**config.mk**
```make
export PLATFORM = sky130hd
export DESIGN_NAME = keypad_code_lock_unit
export DESIGN_NICKNAME = d
export VERILOG_FILES = /design/src/rtl/core/kcl_pkg.sv /design/src/rtl/core/keypad_code_lock_unit.sv /design/src/rtl/core/kcl_core.sv /design/src/rtl/core/kcl_out_reg.sv
export SDC_FILE = /design/constraint.sdc
export NUM_CORES = 1
export LEC_CHECK = 0
export BUFFER_PORTS_ARGS = -buffer_cell sky130_fd_sc_hd__buf_2
export CAP_MARGIN = 5
export CORE_UTILIZATION = 49
export DETAILED_ROUTE_END_ITERATION = 8
export GPL_TIMING_DRIVEN = 0
export HOLD_SLACK_MARGIN = 0.1
export PLACE_DENSITY = 0.72
export SYNTH_ARGS = -nofsm -noshare
export SYNTH_HDL_FRONTEND = slang
export SYNTH_HIERARCHICAL = 1
export SYNTH_SLANG_ARGS = --single-unit
```
**constraint.sdc**
```tcl
create_clock -name clk -period 3.3 [get_ports clk]
set_input_delay 0.33 -clock clk [delete_from_list [all_inputs] [get_ports clk]]
set_output_delay 0.33 -clock clk [all_outputs]
set_load 0.02 [all_outputs]
```
**src/rtl/core/kcl_pkg.sv**
```systemverilog
`timescale 1ns / 1ps

package kcl_pkg;

  // number of digits in a code
  localparam int CODE_DIGITS = 6;
  localparam int DIGIT_W     = 4;
  localparam int CNT_W       = $clog2(CODE_DIGITS + 1);
  localparam int IDX_W       = (CODE_DIGITS > 1) ? $clog2(CODE_DIGITS) : 1;
  // packed outputs carry at most six digits
  localparam int PACK_DIGITS = (CODE_DIGITS < 6) ? CODE_DIGITS : 6;

  localparam int CODE_W  = 24;
  localparam int HOLD_W  = 8;
  localparam int MODE_W  = 3;
  localparam int OCNT_W  = 3;
  localparam int KEY_W   = 4;
  localparam int IDATA_W = 8;
  localparam int ODATA_W = 56;

  localparam logic [CODE_W-1:0] DEFAULT_CODE_RST = 24'd8947848;
  localparam logic [HOLD_W-1:0] HOLD_SECONDS_RST = 8'd5;

  // configuration register indexes
  localparam logic CFG_DEFAULT_CODE = 1'b0;
  localparam logic CFG_HOLD_SECONDS = 1'b1;

  // modes
  localparam logic [MODE_W-1:0] MODE_IDLE   = 3'd0;
  localparam logic [MODE_W-1:0] MODE_ENTRY  = 3'd1;
  localparam logic [MODE_W-1:0] MODE_OPEN   = 3'd2;
  localparam logic [MODE_W-1:0] MODE_FAIL   = 3'd3;
  localparam logic [MODE_W-1:0] MODE_CHANGE = 3'd4;

  // word kinds
  localparam logic KIND_KEY  = 1'b0;
  localparam logic KIND_TICK = 1'b1;

  // keys
  localparam logic [KEY_W-1:0] KEY_DIGIT0  = 4'd0;
  localparam logic [KEY_W-1:0] KEY_DIGIT9  = 4'd9;
  localparam logic [KEY_W-1:0] KEY_BACK    = 4'd10;
  localparam logic [KEY_W-1:0] KEY_CONFIRM = 4'd11;
  localparam logic [KEY_W-1:0] KEY_START   = 4'd12;
  localparam logic [KEY_W-1:0] KEY_CLEAR   = 4'd13;

  typedef logic [DIGIT_W-1:0] digit_t;

  typedef struct packed {
    logic [MODE_W-1:0] mode;
    logic [OCNT_W-1:0] entered_count;
    logic [CODE_W-1:0] entered_code;
    logic              relay_on;
    logic              save_strobe;
    logic [CODE_W-1:0] saved_code;
  } kcl_result_t;

endpackage

```
**src/rtl/core/keypad_code_lock_unit.sv**
```systemverilog
`timescale 1ns / 1ps
// The result word is registered at the edge that accepts the input word.
// Throughput: one word per cycle, set by the single mode-update stage ahead of the
//   output register; in_tready drops only while a held result is not taken.
// Reset (rst_n low, synchronous): mode idle, no digits, hold cleared, stored code back to
//   its default, hold time back to 5 ticks, output register empty.
module keypad_code_lock_unit
  import kcl_pkg::*;
(
  input  logic               clk,
  input  logic               rst_n,
  input  logic               cfg_we,
  input  logic               cfg_index,
  input  logic [CODE_W-1:0]  cfg_data,
  input  logic               in_tvalid,
  output logic               in_tready,
  input  logic [IDATA_W-1:0] in_tdata,   // key[3:0], zero fill
  input  logic               in_tuser,   // kind[0]
  output logic               out_tvalid,
  input  logic               out_tready,
  output logic [ODATA_W-1:0] out_tdata   // mode[2:0], entered_count[5:3],
                                         // entered_code[29:6], relay_on[30],
                                         // save_strobe[31], saved_code[55:32]
);

  kcl_result_t res;
  logic        step_en;

  assign step_en = in_tvalid && in_tready;

  kcl_core u_core (
    .clk       (clk),
    .rst_n     (rst_n),
    .cfg_we    (cfg_we),
    .cfg_index (cfg_index),
    .cfg_data  (cfg_data),
    .step_en   (step_en),
    .kind      (in_tuser),
    .key       (in_tdata[KEY_W-1:0]),
    .res       (res)
  );

  kcl_out_reg u_out (
    .clk        (clk),
    .rst_n      (rst_n),
    .res_valid  (in_tvalid),
    .res_ready  (in_tready),
    .res        (res),
    .out_tvalid (out_tvalid),
    .out_tready (out_tready),
    .out_tdata  (out_tdata)
  );

endmodule

```
**src/rtl/core/kcl_core.sv**
```systemverilog
`timescale 1ns / 1ps

module kcl_core
  import kcl_pkg::*;
(
  input  logic              clk,
  input  logic              rst_n,
  input  logic              cfg_we,
  input  logic              cfg_index,
  input  logic [CODE_W-1:0] cfg_data,
  input  logic              step_en,
  input  logic              kind,
  input  logic [KEY_W-1:0]  key,
  output kcl_result_t       res
);

  logic [MODE_W-1:0] mode_r,  mode_nxt;
  logic [CNT_W-1:0]  cnt_r,   cnt_nxt;
  logic [HOLD_W-1:0] hold_r,  hold_nxt;
  logic [HOLD_W-1:0] hold_sec_r;
  digit_t            digits_r [CODE_DIGITS];
  digit_t            digits_nxt [CODE_DIGITS];
  digit_t            stored_r [CODE_DIGITS];
  digit_t            stored_nxt [CODE_DIGITS];
  logic              save;
  logic              editing;
  logic              match;
  logic [HOLD_W-1:0] hold_inc;
  logic [31:0]       cfg_wide;
  logic [31:0]       rst_wide;
  logic [CNT_W-1:0]  cnt_dec;

  assign cfg_wide = {{(32 - CODE_W){1'b0}}, cfg_data};
  assign rst_wide = {{(32 - CODE_W){1'b0}}, DEFAULT_CODE_RST};
  assign editing  = (mode_r == MODE_ENTRY) || (mode_r == MODE_CHANGE);
  assign hold_inc = hold_r + 1'b1;
  assign cnt_dec  = cnt_r - 1'b1;

  always_comb begin
    mode_nxt   = mode_r;
    cnt_nxt    = cnt_r;
    hold_nxt   = hold_r;
    digits_nxt = digits_r;
    stored_nxt = stored_r;
    save       = 1'b0;
    match      = 1'b1;
    if (kind == KIND_TICK) begin
      if ((mode_r == MODE_OPEN) || (mode_r == MODE_CHANGE) || (mode_r == MODE_FAIL)) begin
        // a hold of zero ends on the first tick, same as one
        if (hold_inc >= hold_sec_r) begin
          mode_nxt = MODE_IDLE;
          cnt_nxt  = '0;
          hold_nxt = '0;
        end else begin
          hold_nxt = hold_inc;
        end
      end
    end else begin
      unique case (key) inside
        [KEY_DIGIT0:KEY_DIGIT9]: begin
          if (mode_r == MODE_CHANGE) hold_nxt = '0;
          if (editing && (cnt_r < CNT_W'(CODE_DIGITS))) begin
            digits_nxt[cnt_r[IDX_W-1:0]] = key;
            cnt_nxt = cnt_r + 1'b1;
            if ((mode_r == MODE_ENTRY) && (cnt_nxt == CNT_W'(CODE_DIGITS))) begin
              for (int k = 0; k < CODE_DIGITS; k++) begin
                if (digits_nxt[k] != stored_r[k]) match = 1'b0;
              end
              mode_nxt = match ? MODE_OPEN : MODE_FAIL;
              hold_nxt = '0;
            end
          end
        end
        KEY_BACK: begin
          if (editing && (cnt_r != '0)) begin
            cnt_nxt = cnt_dec;
            digits_nxt[cnt_dec[IDX_W-1:0]] = '0;
          end
        end
        KEY_CONFIRM: begin
          if (mode_r == MODE_OPEN) begin
            mode_nxt = MODE_CHANGE;
            cnt_nxt  = '0;
            hold_nxt = '0;
          end else if (mode_r == MODE_CHANGE) begin
            hold_nxt = '0;
            if (cnt_r >= CNT_W'(CODE_DIGITS)) begin
              stored_nxt = digits_r;
              save       = 1'b1;
              mode_nxt   = MODE_OPEN;
            end
          end
        end
        KEY_START: begin
          if (mode_r == MODE_IDLE) begin
            mode_nxt = MODE_ENTRY;
            cnt_nxt  = '0;
          end
        end
        KEY_CLEAR: begin
          if (editing) cnt_nxt = '0;
        end
        default: ;
      endcase
    end
  end

  always_comb begin
    res.mode               = mode_nxt;
    res.entered_count      = OCNT_W'(cnt_nxt);
    res.entered_code       = '0;
    res.saved_code         = '0;
    for (int k = 0; k < PACK_DIGITS; k++) begin
      if (CNT_W'(k) < cnt_nxt) res.entered_code[DIGIT_W*k +: DIGIT_W] = digits_nxt[k];
      res.saved_code[DIGIT_W*k +: DIGIT_W] = stored_nxt[k];
    end
    res.relay_on    = (mode_nxt == MODE_OPEN) || (mode_nxt == MODE_CHANGE);
    res.save_strobe = save;
  end

  always_ff @(posedge clk) begin
    if (!rst_n) begin
      mode_r     <= MODE_IDLE;
      cnt_r      <= '0;
      hold_r     <= '0;
      hold_sec_r <= HOLD_SECONDS_RST;
      for (int k = 0; k < CODE_DIGITS; k++) begin
        digits_r[k] <= '0;
        stored_r[k] <= rst_wide[DIGIT_W*k +: DIGIT_W];
      end
    end else if (cfg_we) begin
      if (cfg_index == CFG_DEFAULT_CODE) begin
        for (int k = 0; k < CODE_DIGITS; k++) begin
          stored_r[k] <= cfg_wide[DIGIT_W*k +: DIGIT_W];
        end
      end else begin
        hold_sec_r <= cfg_data[HOLD_W-1:0];
      end
    end else if (step_en) begin
      mode_r   <= mode_nxt;
      cnt_r    <= cnt_nxt;
      hold_r   <= hold_nxt;
      digits_r <= digits_nxt;
      stored_r <= stored_nxt;
    end
  end

  a_cnt_range: assert property (@(posedge clk) disable iff (!rst_n)
    cnt_r <= CNT_W'(CODE_DIGITS))
    else $error("digit count beyond code length");

  a_save_opens: assert property (@(posedge clk) disable iff (!rst_n)
    (step_en && res.save_strobe) |=> (mode_r == MODE_OPEN))
    else $error("code stored without returning to open");

  a_idle_exit: assert property (@(posedge clk) disable iff (!rst_n)
    (step_en && !cfg_we && (mode_r == MODE_IDLE) &&
     !((kind == KIND_KEY) && (key == KEY_START))) |=> (mode_r == MODE_IDLE))
    else $error("left idle without start key");

endmodule

```
**src/rtl/core/kcl_out_reg.sv**
```systemverilog
`timescale 1ns / 1ps

module kcl_out_reg
  import kcl_pkg::*;
(
  input  logic               clk,
  input  logic               rst_n,
  input  logic               res_valid,
  output logic               res_ready,
  input  kcl_result_t        res,
  output logic               out_tvalid,
  input  logic               out_tready,
  output logic [ODATA_W-1:0] out_tdata
);

  logic        valid_r;
  kcl_result_t data_r;

  // next word loads as soon as the held one is taken
  assign res_ready  = !valid_r || out_tready;
  assign out_tvalid = valid_r;
  assign out_tdata  = {data_r.saved_code, data_r.save_strobe, data_r.relay_on,
                       data_r.entered_code, data_r.entered_count, data_r.mode};

  always_ff @(posedge clk) begin
    if (!rst_n) begin
      valid_r <= 1'b0;
    end else if (res_ready) begin
      valid_r <= res_valid;
    end
  end

  always_ff @(posedge clk) begin
    if (res_valid && res_ready) data_r <= res;
  end

endmodule

```
==> metrics.yaml, run 1 <==
status: "finished with violations"
violations: "design-rule violations"
fin_nets: 1011
yosysSeqAreaShare_pct: 41.4
stdcell_count: 1155
crit_chain: "nand3_1 -> nor2_1 -> nor2b_1 -> or2_2 -> ha_1 -> nand3_1 -> o21ai_4 -> a211oi_2 -> a221o_1 -> clkbuf_4 -> nor3_4 -> nor2_1"
wl_per_cell_um: 20.7
vdd_drop_max_v: 0.000315
synthTopCellsByCount: "o21ai_0 (98), a21oi_1 (94), nand2_1 (86)"
numCtsBuffers: 17
setup_viol: 0
io_pins: 97
syn_inst: 846
antenna_found_initial: 0
p_int_mw: 3.23
final_layout_size_suffix_gt1_share_pct: 23.3
clkTransAtPathRegs_ps: 60
viasPerCell: 6.22
drt-pass1-iter-count: 8
fin_crit_sh_pct: 95.3
drc_errors: 9
syn_to_final_growth_pct: 19.0
crit_family: "simple AND/OR/NAND/NOR gates"
cts_max_path_buffers: 2
crit_required_ps: 3460
power.share.switching_pct: 27.6
async_flop_share_pct: 0
synth_area_sq_mm: 0.00749
synth-seq-cells: 127
cp-end-kind: "flip-flop"
hold_ws_ps: 150
synth_area_leader_cell: "edfxtp_1"
power_density_mw_per_mm2: 500
max_slew.worst_pin.slew_ps: 963
p_leak_nw: 3.29
die_area_sq_mm: 0.0158
synth_top_area_share_pct: 22.5
dp_hpwl_mm: 17.2
port_buffers: 90
syn-num-nets: 899
timing.fmax_mhz: 318
final_area_sq_mm: 0.00891
critPathArrivalTime_ps: 3310
drtAntennaViolNets: 0
p_switching_mw: 1.23
via_count: 7189
grt_pass1_vias: 6586
post-route-min-period_ps: 3150
gp_congestion: 0.996
p_clk_share_pct: 44.1
die_x_um: 126
post_dp_cell_area_sq_mm: 0.00817
ys.flop_type: "dfxtp_1"
start_util_pct: 50.9
hold_buffers: 0
core_sq_mm: 0.0147
root_buffer: "clkbuf_16"
grt_usage_pct: 30.7
finalMaxSlewViolations: 0
htree_levels: 4
die_y_um: 126
dr.first_iter.drc_count: 1004
placed_cells: 1120
cp-start-kind: "flip-flop"
grt_pass1_wl_mm: 36.8
clock_skew_ps: 6.80
relSlewSlack_pct: 35.1
seqPwrFrac_pct: 41.0
cts_tree: "yes"
path_buf_inv: 1
synth-edff-count: 56
grt_max_degree: 57
synth_cell_types: 84
p_comb_share_pct: 14.9
cts_sinks: 127
rows: 44
crit_path_max_fanout: 8
syn_area_per_cell_sq_um: 8.85
wl_mm: 24.0
clkLatencyLatePin_ps: 420
setup_tns_ps: 0
min_path_type: "input pin to flip-flop"
critPathKind: "flip-flop to flip-flop"
hold_viol: 0
drv_cap: 0
rsz0062_at_grt: "no"
critPathSlowestCell: "dfxtp_2"
ys_warn_count: 6
antenna_cells: 0
yosys-top-cells-area: "edfxtp_1 (22%), dfxtp_1 (19%), o21ai_0 (6.5%), a21oi_1 (6.3%), nand2_1 (4.3%)"
gr-total-overflow: 0
yosysMostFrequentCell: "o21ai_0"
cpPeakStageDelay_ps: 380
sequential cells by signal, summed over array words and instances, names as in the netlist:
signal,flops
u_out/out_tvalid,1
u_out/out_tdata,56
u_core/hold_r,8
u_core/digits_r,24
u_core/hold_sec_r,8
u_core/cnt_r,3
u_core/mode_r,3
u_core/stored_r,24
cell type report:
cell class	count	area, sq um
flip-flops and latches	127	3110
multi-input cells	625	4020
clock buffers	19	464
clock inverters	13	159
plain buffers	60	319
well taps	184	230
repair buffers	93	480
inverters	34	128
fillers	1254	5790
power by group through the flow:
stage	clock network, mW	registers, mW	logic (mW)
global route	2.06	1.83	0.715
CTS	1.99	1.82	0.645
floorplan	0	1.88	0.387
detailed placement	0	1.85	0.634
finish	1.97	1.83	0.666
global placement	0	1.85	0.626
per-layer routing:
layer	global-route usage (%)	share of wire [%]	vias to the layer above
met5	0	0	-
met2	46.2	45	397
met3	6.80	8.9	67
met1	42.3	43	3411
li1	-	-	3314
met4	13.5	3.6	0
kinds of logic (layout without fill, tap and decap cells):
family / after synthesis / in the layout / share of synthesized area [%]
AOI/OAI and AO/OA: 312 / 312 / 26.3
and+or+nand+nor: 259 / 259 / 18.0
DFF: 127 / 127 / 41.4
buffers and inverters: 94 / 219 / 5.90
muxes: 27 / 27 / 4.51
adders and majority gates: 14 / 14 / 2.34
xor gates and xnor gates: 13 / 13 / 1.52
per-stage QoR:
| stage | power [mW] | util, % | worst slack [ps] |
|---|---|---|---|
| 5_1_grt | 4.61 | 60.6 | 4.39 |
| 3_5_place_dp | 2.49 | 55.6 | -149 |
| 2_1_floorplan | 2.27 | - | 347 |
| 4_1_cts | 4.45 | 60.0 | -14.2 |
| 6_report | 4.46 | 60.6 | 155 |
| 3_3_place_gp | 2.48 | 55.6 | -138 |
cells in the final DEF (no fill, tap or decap), types with 26 or more instances in the layout:
cell / n
nor2_1: 57
edfxtp_1: 56
dfxtp_1: 68
a21oi_1: 93
o22ai_1: 26
inv_1: 33
buf_2: 104
o21ai_0: 96
nand2_1: 85
clkbuf_1: 32
what timing repair did:
action | CTS | global route
endpoints found under the hold margin | 0 | 0
resized for setup | 2 | 22
setup buffers | 3 | 0
setup endpoints to repair | 27 | 37
pin swaps | 1 | 4
path summary, 6_finish.rpt:
kind / start / end / slack (ps) / depth (start not counted)
max reg2reg: u_core/hold_r[2]$_SDFFE_PN0P_ / u_out/out_tdata[6]$_DFFE_PP_ / 150 / 12
min reg2reg: u_core/hold_sec_r[4]$_SDFFE_PN0P_ / u_core/hold_sec_r[4]$_SDFFE_PN0P_ / 470 / 2
min: rst_n / u_out/out_tvalid$_SDFFE_PN0P_ / 150 / 2
max: u_core/hold_r[2]$_SDFFE_PN0P_ / u_out/out_tdata[6]$_DFFE_PP_ / 150 / 12
Note: power is estimated with default switching activity, not from simulation.
==> run 2, diff against run 1 <==
--- a/config.mk
+++ b/config.mk
@@ -7,11 +7,13 @@
 export LEC_CHECK = 0
 export BUFFER_PORTS_ARGS = -buffer_cell sky130_fd_sc_hd__buf_2
 export CAP_MARGIN = 5
-export CORE_UTILIZATION = 49
+export CELL_PAD_IN_SITES_DETAIL_PLACEMENT = 0
+export CELL_PAD_IN_SITES_GLOBAL_PLACEMENT = 2
+export CORE_UTILIZATION = 39
 export DETAILED_ROUTE_END_ITERATION = 8
 export GPL_TIMING_DRIVEN = 0
 export HOLD_SLACK_MARGIN = 0.1
-export PLACE_DENSITY = 0.72
+export PLACE_DENSITY = 0.9
 export SYNTH_ARGS = -nofsm -noshare
 export SYNTH_HDL_FRONTEND = slang
 export SYNTH_HIERARCHICAL = 1
==> constraint.sdc (replaced) <==
create_clock -name clk -period 3.7 [get_ports clk]
set_input_delay 0.37 -clock clk [delete_from_list [all_inputs] [get_ports clk]]
set_output_delay 0.37 -clock clk [all_outputs]
set_load 0.02 [all_outputs]
==> run 2 against run 1 <==
Compared with the run above:
- clock skew fell by 0.85 ps
- clock power down 15%
- critical endpoint is now u_out/out_tdata[8]$_DFFE_PP_
- design area decreased by 0.72%
- the run now ends clean
- sequential power decreased by 11%
- non-clock buffer count shrank 1
- register-to-register slack better by 100 ps
- fmax is 8.6% lower
- global-route usage shrank 4.5 points
- flip-flop and latch count is the same
- critical path depth did not move
- final cell count up 4.2%
- largest cell class unchanged
==> metrics.yaml, run 2 (synthesis gave the netlist of run 1 again) <==
finish.utilization_pct: 47.1
finalMaxSlewViolations: 0
final_layout_size_suffix_gt1_share_pct: 21.6
place_ws_ps: 87.6
clkLatencyLatePin_ps: 420
vdd_drop_max_v: 0.000300
critPathKind: "flip-flop to flip-flop"
grt_usage_pct: 26.2
power_mw: 3.89
cts_max_path_buffers: 2
die_y_um: 141
gp_congestion: 0.926
final_cell_mix: "buf_2 (106), o21ai_0 (98), a21oi_1 (94), nand2_1 (86), dfxtp_1 (71)"
min_path_type: "input pin to flip-flop"
htree_levels: 4
die_x_um: 141
largest_register_ffs: 56
drc_errors: 0
core_sq_mm: 0.0188
final_area_sq_mm: 0.00885
drv_cap: 0
antenna_found_initial: 0
timing.fmax_mhz: 291
crit_path_max_fanout: 8
p_leak_nw: 3.26
start_util_pct: 39.9
dr.first_iter.drc_count: 557
stdcell_count: 1204
cts_sinks: 127
via_count: 7044
setup_tns_ps: 0
drtAntennaViolNets: 0
placed_cells: 1170
antenna_cells: 0
dp_hpwl_mm: 18.8
numCtsBuffers: 17
cp-start-kind: "flip-flop"
power_density_mw_per_mm2: 440
max_slew.worst_pin.slew_ps: 980
grt_pass1_wl_mm: 38.7
status: "finished clean"
cp-end-kind: "flip-flop"
critPathArrivalTime_ps: 3600
wl_per_cell_um: 21.1
gr-total-overflow: 0
relSlewSlack_pct: 34.0
setup_viol: 0
grt_pass1_vias: 6327
post_dp_cell_area_sq_mm: 0.00823
nFillCells: 1879
post-route-min-period_ps: 3440
io_pins: 97
hold_ws_ps: 199
rsz0062_at_grt: "no"
finalWorstSetupSlack_ps: 258
rows: 50
root_buffer: "clkbuf_16"
port_buffers: 90
hold_viol: 0
clkTransAtPathRegs_ps: 60
fin_nets: 1010
clock_skew_ps: 5.95
reg2reg_depth: 12
holdPathStages: 2
viasPerCell: 5.85
crit_required_ps: 3860
final_common_cell: "buf_2"
grt_max_degree: 57
fin_crit_sh_pct: 93.0
die_area_sq_mm: 0.0198
syn_to_final_growth_pct: 18.1
cts_tree: "yes"
drt-pass1-iter-count: 5
wl_mm: 25.4
[run 2: path summary, 6_finish.rpt]
kind                                      start                             to  slack (ps)
setup / recovery  u_core/hold_r[0]$_SDFFE_PN0P_   u_out/out_tdata[8]$_DFFE_PP_         260
hold / removal                            rst_n  u_out/out_tvalid$_SDFFE_PN0P_         200
setup reg to reg  u_core/hold_r[0]$_SDFFE_PN0P_   u_out/out_tdata[8]$_DFFE_PP_         260
hold reg to reg   u_core/hold_r[7]$_SDFFE_PN0P_  u_core/hold_r[7]$_SDFFE_PN0P_         490
[run 2: power by group]
part | internal [mW] | total [mW] | switching, mW | leakage, nW
combinational | 0.209 | 0.596 | 0.387 | 1.85
sequential | 1.55 | 1.63 | 0.0733 | 1.13
clock | 1.03 | 1.67 | 0.641 | 0.273
total | 2.79 | 3.89 | 1.10 | 3.26
[run 2: layer usage]
layer  up-vias  GRT usage (%)  routed length, um
met3        28           4.59               1750
met1      3428           37.6              11800
met5         -              0                  0
met2       274           39.9              11400
li1       3314              -                  -
met4         0           8.75                455
[run 2: layout make-up]
cell class              count  area [sq um]  share of cell area, %
multi-input cells         625          3950                   44.7
flip-flops and latches    127          3100                   35.1
clock buffers              23           468                   5.29
clock inverters             9           110                   1.24
repair buffers             92           478                   5.40
inverters                  34           128                   1.44
well taps                 234           293                   3.31
plain buffers              60           314                   3.55
[run 2: critical path, stage by stage (launching register included)]
cell and delay, ps:
dfxtp_1 430, ha_1 280, nand3_1 140, and2_1 190, or2_2 310, ha_1 300, nand3_1 80, o21ai_2 290
a211oi_2 160, a221o_1 360, buf_2 220, nor3_4 320, a21oi_1 120
[run 2: timing repair]
item                       4_1_cts  5_1_grt
hold endpoints to repair         0        0
hold buffers                     0        0
setup buffers                    0        2
gates resized for setup          0        2
setup endpoints to repair        0       22
==> run 3, diff against run 2 <==
--- a/config.mk
+++ b/config.mk
@@ -9,11 +9,12 @@
 export CAP_MARGIN = 5
 export CELL_PAD_IN_SITES_DETAIL_PLACEMENT = 0
 export CELL_PAD_IN_SITES_GLOBAL_PLACEMENT = 2
+export CORE_MARGIN = 8
 export CORE_UTILIZATION = 39
 export DETAILED_ROUTE_END_ITERATION = 8
 export GPL_TIMING_DRIVEN = 0
 export HOLD_SLACK_MARGIN = 0.1
-export PLACE_DENSITY = 0.9
+export PLACE_DENSITY = 0.93
 export SYNTH_ARGS = -nofsm -noshare
 export SYNTH_HDL_FRONTEND = slang
 export SYNTH_HIERARCHICAL = 1
==> run 3 against run 2 <==
Compared with the run above:
- utilization shrank 0.46 points
- worst setup slack got worse by 52 ps
- final cell count shrank 0.17%
- largest power group is now sequential cells
==> metrics.yaml, run 3 (synthesis gave the netlist of run 1 again) <==
p_clk_share_pct: 40.6
power.share.switching_pct: 29.2
vdd_drop_max_v: 0.000303
status: "finished clean"
fin_nets: 1008
syn_to_final_growth_pct: 17.0
cts_sinks: 127
drv_cap: 0
die_x_um: 155
place_ws_ps: 245
die_y_um: 155
post-route-min-period_ps: 3490
dp_hpwl_mm: 19.4
die_area_sq_mm: 0.0239
relSlewSlack_pct: 35.7
clock_skew_ps: 7.96
htree_levels: 4
drtAntennaViolNets: 0
grt_pass1_wl_mm: 39.6
largest_register_ffs: 56
post_cts_resized: 0
core_sq_mm: 0.0188
final_common_cell: "buf_2"
drt-pass1-iter-count: 6
post_cts.repair.setup_buffers: 0
dr.first_iter.drc_count: 640
post_dp_cell_area_sq_mm: 0.00823
cp-end-kind: "flip-flop"
wl_per_cell_um: 21.6
final_cell_mix: "buf_2 (106), o21ai_0 (98), a21oi_1 (94), nand2_1 (86), dfxtp_1 (71)"
final_area_sq_mm: 0.00876
gp_congestion: 0.943
grt_pass1_vias: 6715
setup_tns_ps: 0
viasPerCell: 5.84
antenna_cells: 0
power_density_mw_per_mm2: 426
crit_required_ps: 3850
fin_crit_sh_pct: 94.4
port_buffers: 90
antenna_found_initial: 0
hold_viol: 0
rows: 50
min_path_type: "input pin to flip-flop"
r2r_slack_ps: 210
p_switching_mw: 1.09
grt_usage_pct: 21.5
p_comb_share_pct: 15.8
seqPwrFrac_pct: 43.6
grt_max_degree: 57
final_layout_size_suffix_gt1_share_pct: 21.3
gr-total-overflow: 0
rsz0062_at_grt: "no"
critPathKind: "flip-flop to flip-flop"
drc_errors: 0
io_pins: 97
p_leak_nw: 3.22
timing.fmax_mhz: 286
stdcell_count: 1202
wl_mm: 25.9
crit_path_max_fanout: 8
critPathArrivalTime_ps: 3650
root_buffer: "clkbuf_16"
cp-start-kind: "flip-flop"
finalWorstSetupSlack_ps: 206
max_slew.worst_pin.slew_ps: 955
cts_tree: "yes"
clkTransAtPathRegs_ps: 60
start_util_pct: 39.9
cts_max_path_buffers: 2
finish.utilization_pct: 46.7
setup_viol: 0
numCtsBuffers: 17
nFillCells: 1874
p_int_mw: 2.64
clkLatencyLatePin_ps: 420
placed_cells: 1170
via_count: 7020
hold_buffers: 0
finalMaxSlewViolations: 0
-- run 3: stage by stage --
stage / total power [mW] / hold slack, ps
2_1_floorplan: 2.02 / 443
3_3_place_gp: 2.23 / 457
3_5_place_dp: 2.23 / 462
4_1_cts: 3.75 / 185
5_1_grt: 3.87 / 196
6_report: 3.73 / 197
-- run 3: critical path, stage by stage (launching register included) --
cell and delay, ps:
dfxtp_1 400, ha_1 260, nand3_1 140, and2_1 190, or2_2 300, ha_1 290, nand3_1 60, o21ai_1 350
a211oi_1 210, a221o_1 380, buf_2 220, nor3_4 310, a21oi_1 100
-- run 3: cell type report --
type	instances	area [sq um]	share of cell area (%)
buffer	60	314	3.59
multi-input combinational	625	3940	45.0
tap	234	293	3.34
clock buffer	22	464	5.30
timing repair buffer	90	450	5.14
inverter	34	128	1.46
sequential	127	3100	35.4
clock inverter	10	63.8	0.728
-- run 3: power groups by stage --
stage	combinational, mW	clock [mW]	sequential (mW)
2_1_floorplan	0.345	0	1.68
3_3_place_gp	0.582	0	1.65
3_5_place_dp	0.581	0	1.65
4_1_cts	0.584	1.54	1.62
5_1_grt	0.637	1.60	1.63
6_report	0.590	1.52	1.63
-- run 3: path summary, 6_finish.rpt --
check | start | depth (start not counted) | endpoint
max | u_core/hold_r[0]$_SDFFE_PN0P_ | 12 | u_out/out_tdata[8]$_DFFE_PP_
max reg2reg | u_core/hold_r[0]$_SDFFE_PN0P_ | 12 | u_out/out_tdata[8]$_DFFE_PP_
min reg2reg | u_core/hold_sec_r[4]$_SDFFE_PN0P_ | 2 | u_core/hold_sec_r[4]$_SDFFE_PN0P_
min | rst_n | 2 | u_out/out_tvalid$_SDFFE_PN0P_
-- run 3: layer usage --
layer / vias up / routed length (um) / track usage [%]
met5: - / 0 / 0
met4: 0 / 616 / 7.98
met3: 42 / 1560 / 3.57
met2: 282 / 11700 / 33.8
met1: 3392 / 12100 / 29.2
li1: 3304 / - / -
